<file path="src/design/sdtf_pkg.sv">
`timescale 1ns / 1ps

package sdtf_pkg;

   localparam int BYTE_W  = 8;
   localparam int DEPTH_W = 8;
   localparam int TALLY_W = 16;
   localparam int CSR_W   = 2;

   localparam int WORD_MAX_DEF  = 32;
   localparam int DEPTH_MAX_DEF = 255;

   localparam logic [CSR_W-1:0] CSR_KEEP_MARKUP = 2'd0;
   localparam logic [CSR_W-1:0] CSR_KEEP_PAREN  = 2'd1;
   localparam logic [CSR_W-1:0] CSR_KEEP_NAMES  = 2'd2;

   localparam logic [BYTE_W-1:0] CH_LT      = 8'h3C;
   localparam logic [BYTE_W-1:0] CH_GT      = 8'h3E;
   localparam logic [BYTE_W-1:0] CH_LPAREN  = 8'h28;
   localparam logic [BYTE_W-1:0] CH_RPAREN  = 8'h29;
   localparam logic [BYTE_W-1:0] CH_COLON   = 8'h3A;
   localparam logic [BYTE_W-1:0] CH_TILDE   = 8'h7E;
   localparam logic [BYTE_W-1:0] CH_SPACE   = 8'h20;
   localparam logic [BYTE_W-1:0] CH_NEWLINE = 8'h0A;

endpackage

</file>
<file path="src/design/sdtf_word_buf.sv">
`timescale 1ns / 1ps

module sdtf_word_buf import sdtf_pkg::*; #(
   parameter int WORD_MAX = WORD_MAX_DEF
) (
   input  logic                        clock,
   input  logic                        wr_en,
   input  logic [$clog2(WORD_MAX)-1:0] wr_addr,
   input  logic [BYTE_W-1:0]           wr_data,
   input  logic [$clog2(WORD_MAX)-1:0] rd_addr,
   output logic [BYTE_W-1:0]           rd_data
);

   logic [BYTE_W-1:0] mem [WORD_MAX];
   logic [BYTE_W-1:0] rd_data_ff;

   always_ff @(posedge clock) begin
      if (wr_en) begin
         mem[wr_addr] <= wr_data;
      end
   end

   // write-through so a read of the address being written sees the new byte
   always_ff @(posedge clock) begin
      if (wr_en && (wr_addr == rd_addr)) begin
         rd_data_ff <= wr_data;
      end else begin
         rd_data_ff <= mem[rd_addr];
      end
   end

   assign rd_data = rd_data_ff;

endmodule

</file>
<file path="src/design/subtitle_dialogue_text_filter.sv">
// a request is accepted in idle, then a planning state, then the results (up to
// WORD_MAX + 1), with a store state when a word character is buffered; a new
// request is taken only back in idle; the sequencer drains the word buffer one
// byte a cycle, unless the receiver stalls, through its single read port
// reset: synchronous active-high reset clears the sequencer, cue state, settings
// and rsp_valid; the data registers and the word buffer contents are not cleared
`timescale 1ns / 1ps

module subtitle_dialogue_text_filter import sdtf_pkg::*; #(
   parameter int WORD_MAX  = WORD_MAX_DEF,
   parameter int DEPTH_MAX = DEPTH_MAX_DEF
) (
   input  logic               clock,
   input  logic               reset,
   input  logic               req_valid,
   output logic               req_stall,
   input  logic [BYTE_W-1:0]  req_char_byte,
   input  logic               req_char_present,
   input  logic               req_end_of_text,
   output logic               rsp_valid,
   input  logic               rsp_stall,
   output logic [BYTE_W-1:0]  rsp_out_byte,
   output logic               rsp_out_valid,
   output logic               rsp_run_last,
   output logic               rsp_cue_done,
   output logic [TALLY_W-1:0] rsp_speakers_found,
   output logic               rsp_dialogue_empty,
   output logic               rsp_overflow_seen,
   input  logic               csr_valid,
   output logic               csr_ready,
   input  logic [CSR_W-1:0]   csr_index,
   input  logic               csr_data
);

   localparam int ADDR_W = $clog2(WORD_MAX);
   localparam int LEN_W  = $clog2(WORD_MAX + 1);

   localparam logic [LEN_W-1:0]   LEN_MAX = LEN_W'(WORD_MAX);
   localparam logic [DEPTH_W-1:0] DMAX    = DEPTH_W'(DEPTH_MAX);

   localparam logic [2:0] S_IDLE  = 3'd0;
   localparam logic [2:0] S_PLAN  = 3'd1;
   localparam logic [2:0] S_FL1   = 3'd2;
   localparam logic [2:0] S_CHAR  = 3'd3;
   localparam logic [2:0] S_STORE = 3'd4;
   localparam logic [2:0] S_FL2   = 3'd5;
   localparam logic [2:0] S_NULL  = 3'd6;

   logic [2:0]         state_ff, state_in;
   logic               keep_markup_ff, keep_markup_in;
   logic               keep_paren_ff, keep_paren_in;
   logic               keep_names_ff, keep_names_in;
   logic [DEPTH_W-1:0] tag_depth_ff, tag_depth_in;
   logic [DEPTH_W-1:0] paren_depth_ff, paren_depth_in;
   logic [LEN_W-1:0]   word_length_ff, word_length_in;
   logic [LEN_W-1:0]   cnt_ff, cnt_in;
   logic               after_colon_ff, after_colon_in;
   logic [TALLY_W-1:0] tally_ff, tally_in;
   logic               emitted_ff, emitted_in;
   logic               ovf_ff, ovf_in;
   logic [BYTE_W-1:0]  char_ff, char_in;
   logic               pre_ff, pre_in;
   logic               emit_ff, emit_in;
   logic               store_ff, store_in;
   logic               end_ff, end_in;

   logic               rsp_valid_ff, rsp_valid_in;
   logic [BYTE_W-1:0]  rsp_byte_ff, rsp_byte_in;
   logic               rsp_bvalid_ff, rsp_bvalid_in;
   logic               rsp_last_ff, rsp_last_in;
   logic               rsp_done_ff, rsp_done_in;
   logic [TALLY_W-1:0] rsp_spk_ff, rsp_spk_in;
   logic               rsp_empty_ff, rsp_empty_in;
   logic               rsp_ovf_ff, rsp_ovf_in;

   logic               accept;
   logic               out_free;
   logic               vis_tag, vis_paren, staged;
   logic               ovf_tag, ovf_paren;
   logic [DEPTH_W-1:0] tag_nx, paren_nx;
   logic               last_idx;
   logic               produce;
   logic [BYTE_W-1:0]  p_byte;
   logic               p_valid;
   logic               p_last;
   logic               p_done;
   logic               wr_en;
   logic [BYTE_W-1:0]  rd_data;

   assign req_stall = (state_ff != S_IDLE);
   assign accept    = req_valid && !req_stall;
   assign out_free  = !rsp_valid_ff || !rsp_stall;
   assign csr_ready = 1'b1;
   assign last_idx  = ((cnt_ff + LEN_W'(1)) == word_length_ff);
   assign wr_en     = (state_ff == S_STORE);

   // nesting stages for tags, then parentheses
   always_comb begin
      vis_tag = 1'b1;
      tag_nx  = tag_depth_ff;
      ovf_tag = 1'b0;
      if (!keep_markup_ff) begin
         if (req_char_byte == CH_LT) begin
            vis_tag = 1'b0;
            if (tag_depth_ff < DMAX) begin
               tag_nx = tag_depth_ff + DEPTH_W'(1);
            end else begin
               ovf_tag = 1'b1;
            end
         end else if (tag_depth_ff != '0) begin
            vis_tag = 1'b0;
            if (req_char_byte == CH_GT) begin
               tag_nx = tag_depth_ff - DEPTH_W'(1);
            end
         end
      end
      vis_paren = vis_tag;
      paren_nx  = paren_depth_ff;
      ovf_paren = 1'b0;
      if (vis_tag && !keep_paren_ff) begin
         if (req_char_byte == CH_LPAREN) begin
            vis_paren = 1'b0;
            if (paren_depth_ff < DMAX) begin
               paren_nx = paren_depth_ff + DEPTH_W'(1);
            end else begin
               ovf_paren = 1'b1;
            end
         end else if (paren_depth_ff != '0) begin
            vis_paren = 1'b0;
            if (req_char_byte == CH_RPAREN) begin
               paren_nx = paren_depth_ff - DEPTH_W'(1);
            end
         end
      end
      staged = req_char_present && vis_paren && (req_char_byte != CH_TILDE);
   end

   always_comb begin
      state_in       = state_ff;
      keep_markup_in = keep_markup_ff;
      keep_paren_in  = keep_paren_ff;
      keep_names_in  = keep_names_ff;
      tag_depth_in   = tag_depth_ff;
      paren_depth_in = paren_depth_ff;
      word_length_in = word_length_ff;
      cnt_in         = cnt_ff;
      after_colon_in = after_colon_ff;
      tally_in       = tally_ff;
      emitted_in     = emitted_ff;
      ovf_in         = ovf_ff;
      char_in        = char_ff;
      pre_in         = pre_ff;
      emit_in        = emit_ff;
      store_in       = store_ff;
      end_in         = end_ff;
      produce        = 1'b0;
      p_byte         = '0;
      p_valid        = 1'b0;
      p_last         = 1'b0;

      if (csr_valid && csr_ready) begin
         unique case (csr_index)
            CSR_KEEP_MARKUP: keep_markup_in = csr_data;
            CSR_KEEP_PAREN:  keep_paren_in  = csr_data;
            CSR_KEEP_NAMES:  keep_names_in  = csr_data;
            default: ;
         endcase
      end

      unique case (state_ff)
         S_IDLE: begin
            if (accept) begin
               state_in = S_PLAN;
               char_in  = req_char_byte;
               end_in   = req_end_of_text;
               pre_in   = 1'b0;
               emit_in  = 1'b0;
               store_in = 1'b0;
               cnt_in   = '0;
               if (req_char_present) begin
                  tag_depth_in   = tag_nx;
                  paren_depth_in = paren_nx;
                  if (ovf_tag || ovf_paren) begin
                     ovf_in = 1'b1;
                  end
               end
               if (staged) begin
                  if (keep_names_ff) begin
                     pre_in         = 1'b1;
                     emit_in        = 1'b1;
                     after_colon_in = 1'b0;
                  end else if (after_colon_ff && (req_char_byte == CH_SPACE)) begin
                     after_colon_in = 1'b0;
                  end else begin
                     after_colon_in = 1'b0;
                     if (req_char_byte == CH_COLON) begin
                        word_length_in = '0;
                        after_colon_in = 1'b1;
                        if (tally_ff != '1) begin
                           tally_in = tally_ff + TALLY_W'(1);
                        end
                     end else if ((req_char_byte == CH_SPACE) ||
                                  (req_char_byte == CH_NEWLINE)) begin
                        pre_in  = 1'b1;
                        emit_in = 1'b1;
                     end else begin
                        store_in = 1'b1;
                        if (word_length_ff >= LEN_MAX) begin
                           pre_in = 1'b1;
                           ovf_in = 1'b1;
                        end
                     end
                  end
               end
            end
         end
         S_PLAN: begin
            priority if (pre_ff && (word_length_ff != '0)) begin
               state_in = S_FL1;
            end else if (emit_ff) begin
               state_in = S_CHAR;
            end else if (store_ff) begin
               state_in = S_STORE;
            end else if (end_ff && (word_length_ff != '0)) begin
               state_in = S_FL2;
            end else if (end_ff) begin
               state_in = S_NULL;
            end else begin
               state_in = S_IDLE;
            end
         end
         S_FL1: begin
            if (out_free) begin
               produce = 1'b1;
               p_byte  = rd_data;
               p_valid = 1'b1;
               p_last  = last_idx && !emit_ff && !(store_ff && end_ff);
               cnt_in  = cnt_ff + LEN_W'(1);
               if (last_idx) begin
                  cnt_in         = '0;
                  word_length_in = '0;
                  priority if (emit_ff) begin
                     state_in = S_CHAR;
                  end else if (store_ff) begin
                     state_in = S_STORE;
                  end else begin
                     state_in = S_IDLE;
                  end
               end
            end
         end
         S_CHAR: begin
            if (out_free) begin
               produce  = 1'b1;
               p_byte   = char_ff;
               p_valid  = 1'b1;
               p_last   = 1'b1;
               state_in = S_IDLE;
            end
         end
         S_STORE: begin
            word_length_in = word_length_ff + LEN_W'(1);
            cnt_in         = '0;
            state_in       = end_ff ? S_FL2 : S_IDLE;
         end
         S_FL2: begin
            if (out_free) begin
               produce = 1'b1;
               p_byte  = rd_data;
               p_valid = 1'b1;
               p_last  = last_idx;
               cnt_in  = cnt_ff + LEN_W'(1);
               if (last_idx) begin
                  cnt_in         = '0;
                  word_length_in = '0;
                  state_in       = S_IDLE;
               end
            end
         end
         S_NULL: begin
            if (out_free) begin
               produce  = 1'b1;
               p_last   = 1'b1;
               state_in = S_IDLE;
            end
         end
         default: begin
            state_in = S_IDLE;
         end
      endcase

      p_done = p_last && end_ff;

      if (produce) begin
         emitted_in = emitted_ff || p_valid;
      end

      // end of cue returns all cue state to reset values
      if (produce && p_done) begin
         tag_depth_in   = '0;
         paren_depth_in = '0;
         word_length_in = '0;
         after_colon_in = 1'b0;
         tally_in       = '0;
         emitted_in     = 1'b0;
         ovf_in         = 1'b0;
      end
   end

   always_comb begin
      rsp_valid_in  = rsp_valid_ff;
      rsp_byte_in   = rsp_byte_ff;
      rsp_bvalid_in = rsp_bvalid_ff;
      rsp_last_in   = rsp_last_ff;
      rsp_done_in   = rsp_done_ff;
      rsp_spk_in    = rsp_spk_ff;
      rsp_empty_in  = rsp_empty_ff;
      rsp_ovf_in    = rsp_ovf_ff;
      if (out_free) begin
         rsp_valid_in = 1'b0;
      end
      if (produce) begin
         rsp_valid_in  = 1'b1;
         rsp_byte_in   = p_byte;
         rsp_bvalid_in = p_valid;
         rsp_last_in   = p_last;
         rsp_done_in   = p_done;
         rsp_spk_in    = p_done ? tally_ff : '0;
         rsp_empty_in  = p_done && !(emitted_ff || p_valid);
         rsp_ovf_in    = p_done && ovf_ff;
      end
   end

   always_ff @(posedge clock) begin
      if (reset) begin
         state_ff       <= S_IDLE;
         keep_markup_ff <= 1'b0;
         keep_paren_ff  <= 1'b0;
         keep_names_ff  <= 1'b0;
         tag_depth_ff   <= '0;
         paren_depth_ff <= '0;
         word_length_ff <= '0;
         cnt_ff         <= '0;
         after_colon_ff <= 1'b0;
         tally_ff       <= '0;
         emitted_ff     <= 1'b0;
         ovf_ff         <= 1'b0;
         pre_ff         <= 1'b0;
         emit_ff        <= 1'b0;
         store_ff       <= 1'b0;
         end_ff         <= 1'b0;
         rsp_valid_ff   <= 1'b0;
      end else begin
         state_ff       <= state_in;
         keep_markup_ff <= keep_markup_in;
         keep_paren_ff  <= keep_paren_in;
         keep_names_ff  <= keep_names_in;
         tag_depth_ff   <= tag_depth_in;
         paren_depth_ff <= paren_depth_in;
         word_length_ff <= word_length_in;
         cnt_ff         <= cnt_in;
         after_colon_ff <= after_colon_in;
         tally_ff       <= tally_in;
         emitted_ff     <= emitted_in;
         ovf_ff         <= ovf_in;
         pre_ff         <= pre_in;
         emit_ff        <= emit_in;
         store_ff       <= store_in;
         end_ff         <= end_in;
         rsp_valid_ff   <= rsp_valid_in;
      end
   end

   always_ff @(posedge clock) begin
      char_ff       <= char_in;
      rsp_byte_ff   <= rsp_byte_in;
      rsp_bvalid_ff <= rsp_bvalid_in;
      rsp_last_ff   <= rsp_last_in;
      rsp_done_ff   <= rsp_done_in;
      rsp_spk_ff    <= rsp_spk_in;
      rsp_empty_ff  <= rsp_empty_in;
      rsp_ovf_ff    <= rsp_ovf_in;
   end

   sdtf_word_buf #(
      .WORD_MAX (WORD_MAX)
   ) u_word_buf (
      .clock   (clock),
      .wr_en   (wr_en),
      .wr_addr (word_length_ff[ADDR_W-1:0]),
      .wr_data (char_ff),
      .rd_addr (cnt_in[ADDR_W-1:0]),
      .rd_data (rd_data)
   );

   assign rsp_valid          = rsp_valid_ff;
   assign rsp_out_byte       = rsp_byte_ff;
   assign rsp_out_valid      = rsp_bvalid_ff;
   assign rsp_run_last       = rsp_last_ff;
   assign rsp_cue_done       = rsp_done_ff;
   assign rsp_speakers_found = rsp_spk_ff;
   assign rsp_dialogue_empty = rsp_empty_ff;
   assign rsp_overflow_seen  = rsp_ovf_ff;

endmodule

</file>
<file path="config.mk">
export PLATFORM = sky130hd
export DESIGN_NAME = subtitle_dialogue_text_filter
export DESIGN_NICKNAME = d
export VERILOG_FILES = /design/src/design/sdtf_pkg.sv /design/src/design/sdtf_word_buf.sv /design/src/design/subtitle_dialogue_text_filter.sv
export SDC_FILE = /design/constraint.sdc
export NUM_CORES = 1
export LEC_CHECK = 0
export ABC_AREA = 1
export BUFFER_PORTS_ARGS = -buffer_cell sky130_fd_sc_hd__buf_2
export CAP_MARGIN = 30
export CORE_MARGIN = 1.5
export CORE_UTILIZATION = 50
export DETAILED_ROUTE_END_ITERATION = 8
export GPL_TIMING_DRIVEN = 0
export PLACE_DENSITY = 0.68
export SETUP_SLACK_MARGIN = 0.4
export SLEW_MARGIN = 10
export SYNTH_ARGS = -nofsm -noshare
export SYNTH_HDL_FRONTEND = slang
export SYNTH_HIERARCHICAL = 1
export SYNTH_SLANG_ARGS = --single-unit
</file>
<file path="constraint.sdc">
create_clock -name clock -period 5.64 [get_ports clock]
set_clock_uncertainty 0.2 [all_clocks]
set_input_delay 0.564 -clock clock [delete_from_list [all_inputs] [get_ports clock]]
set_output_delay 0.564 -clock clock [all_outputs]
set_load 0.01 [all_outputs]
</file>
==> metrics <==
Num CTS Buffers=37; CTS Buffer Depth=3; total vias in the final route=12005; PwrDens=402.2 mW/mm^2; global-route usage over all layers=24.18%; crit path cell chain=inv_2 > nand2_2 > nor2_1 > nand3_1 > nor2_1; Final nets=1762; number of max-cap violations=0; fin crit share=57.22%; Cell Rows=65; drt drc=0; Max H-tree Level=2; endpoints failing hold=0; Post-Synthesis Cell Area=0.01614 sq mm; Root Driver=clkbuf_16; post-synthesis sequential area ratio=62.34%; Worst EP arrival=3170 ps; fillers=2629; Post-DP Area=0.01711 sq mm; cell mode on critical path=nor2_1; Mean Syn Cell Area=9.900 sq um; # diodes=0; Crit path largest cell delay=900 ps; Slew @ Worst Pin=981.0 ps; Worst-path clk slew=70 ps; IO Count=50; routed wire length=40050 microns; DR iter-0 viols=1312; total gr overflow=0; Syn-to-layout area delta=13.51%; Max-Slew Margin vs Limit=34.36%; drt wl/cell=18.60 microns; largest net degree at the start of global routing=26; maximum VDD drop=0.0003067 V; Yosys reg bits=356; Startpoint Class=register; outcome=completed; most common cell after layout, fill and taps aside=nand2_1; critical path capture point type=register; Synth Instances=1630; GPL Wtd Cong=0.9229; vias in the first global route=11306; first-pass GRT wire length=61760 microns; final setup vio count=0; TritonCTS clock tree=yes; Clock Sinks=356; critical path peak fanout=11; setup bufs post-CTS=0; sum of negative setup slack=0 ps; Clk Latency, worst-skew pair=520 ps; DRT antenna net count=0; Fmax=309.9 MHz; initial core utilization=51.01%; layout cell share with drive strength beyond 1=11.76%; DP HPWL=27930 microns; number of buffers and inverters on the critical path=1; port bufs=48; initial antenna violation count=0; Die X=182.7 microns; final instance area=0.01832 sq mm; Leak=6.827 nW; RSZ-0062 raised after global routing=no; cts hold-fix bufs=0; drt first pass iters=7; post-CTS sizing=0; Cell variety after synth=43; Worst EP required=5580 ps; Via density=5.576; min Tclk post-route=3227 ps; Mapped Nets=1666; Die H=182.7 microns; Hold Crit Class=in -> reg; synth warn=6; commonest cells after routing, fill and taps aside=526 x nand2_1, 293 x edfxtp_1, 263 x nand3_1, 113 x nor2_1, 85 x inv_1; class of the most critical setup path=reg -> reg; DIE AREA=0.03336 sq mm; family with the most delay on the worst path=simple AND/OR/NAND/NOR gates; slowest cell on the critical path=nor2_1; total core area=0.03164 sq mm; max-slew violation count=0
## area by class of cell
type	count	area, sq um	area share (%)
Clock buffer	47	1037	5.663
Clock inverter	17	166.4	0.9085
Inverter	94	352.8	1.926
Tap cell	402	503.0	2.746
Sequential cell	356	10060	54.92
Timing Repair Buffer	57	462.9	2.527
Multi-Input combinational cell	1116	5255	28.69
Buffer	64	480.5	2.623
## worst paths after layout
kind                                      from                     to  slack (ps)  depth (start not counted)
worst max-delay path               state_ff[1]  u_word_buf/mem[21][1]        2410                          5
worst min-delay path                     reset              cnt_ff[2]          80                          2
worst max register to register     state_ff[1]  u_word_buf/mem[21][1]        2410                          5
worst min register to register  after_colon_ff         after_colon_ff         270                          2
## synth_stat cells, drive strengths merged
master  number  area [sq um]
and2         1         6.260
nor3b        1         12.51
dfxtp       63          1261
buf         54         442.9
nand2      533          2028
a31oi        5         31.28
nor4         5         31.28
conb         1         3.750
inv         94         352.8
o21ai       14         70.06
fa           2         40.04
nor3        22         120.1
or2          5         31.28
a22oi        1         7.510
a32o         7         70.07
o211ai       1         7.510
xnor2        6         52.55
nand3b       1         7.510
o311ai       2         17.52
clkbuf      10         37.54
a21oi       63         319.1
nor2       132         596.8
xor2        14         122.6
o31ai        1         7.510
ha          16         200.2
nand3      266          1354
edfxtp     293          8798
nand4       17         106.4
## sequential cells by signal, summed over array words and instances, names as in the netlist, 3 cells and up, named ones only
signal              count
rsp_speakers_found     16
rsp_out_byte            8
char_ff                 8
u_word_buf/mem        256
paren_depth_ff          8
state_ff                3
word_length_ff          6
cnt_ff                  6
tally_ff               16
tag_depth_ff            8
## report_power, final
group	leakage (nW)	internal (mW)	switching, mW	total (mW)
clock	0.583	1.44	0.974	2.41
sequential	3.16	3.15	0.136	3.29
combinational	3.08	0.533	1.14	1.67
total	6.83	5.12	2.25	7.37
## metal layers
metal  vias to the layer above  track usage (%)  share of wire [%]
li1                       5762                -                  -
met1                      5704            32.92                 43
met2                       454            40.18                 48
met3                        85            3.253                6.8
met4                         0            7.967                2.9
met5                         -                0                  0
## kinds of logic after synthesis
logic type | Yosys count | share of synthesized area [%]
simple gates | 983 | 26.61
flops | 356 | 62.34
compound gates | 94 | 3.288
buf+inv | 158 | 5.164
fa+ha+maj | 18 | 1.489
other cells | 1 | 0.02324
xor+xnor | 20 | 1.086
## metrics by stage
| stage | utilization (%) | std cells | total power, mW | hold slack [ps] | setup WS [ps] |
|---|---|---|---|---|---|
| finish | 57.90 | 2153 | 7.367 | 80.46 | 2413 |
| detailed placement | 54.10 | 2089 | 4.988 | 263.3 | 2506 |
| global placement | 53.36 | 2080 | 4.853 | 260.3 | 1665 |
| CTS | 57.90 | 2153 | 7.388 | 61.01 | 2508 |
| global route | 57.90 | 2153 | 7.667 | 69.56 | 2317 |
| floorplan | - | 1630 | 4.296 | 241.5 | 2675 |
Power figures use the tool's default switching activity.
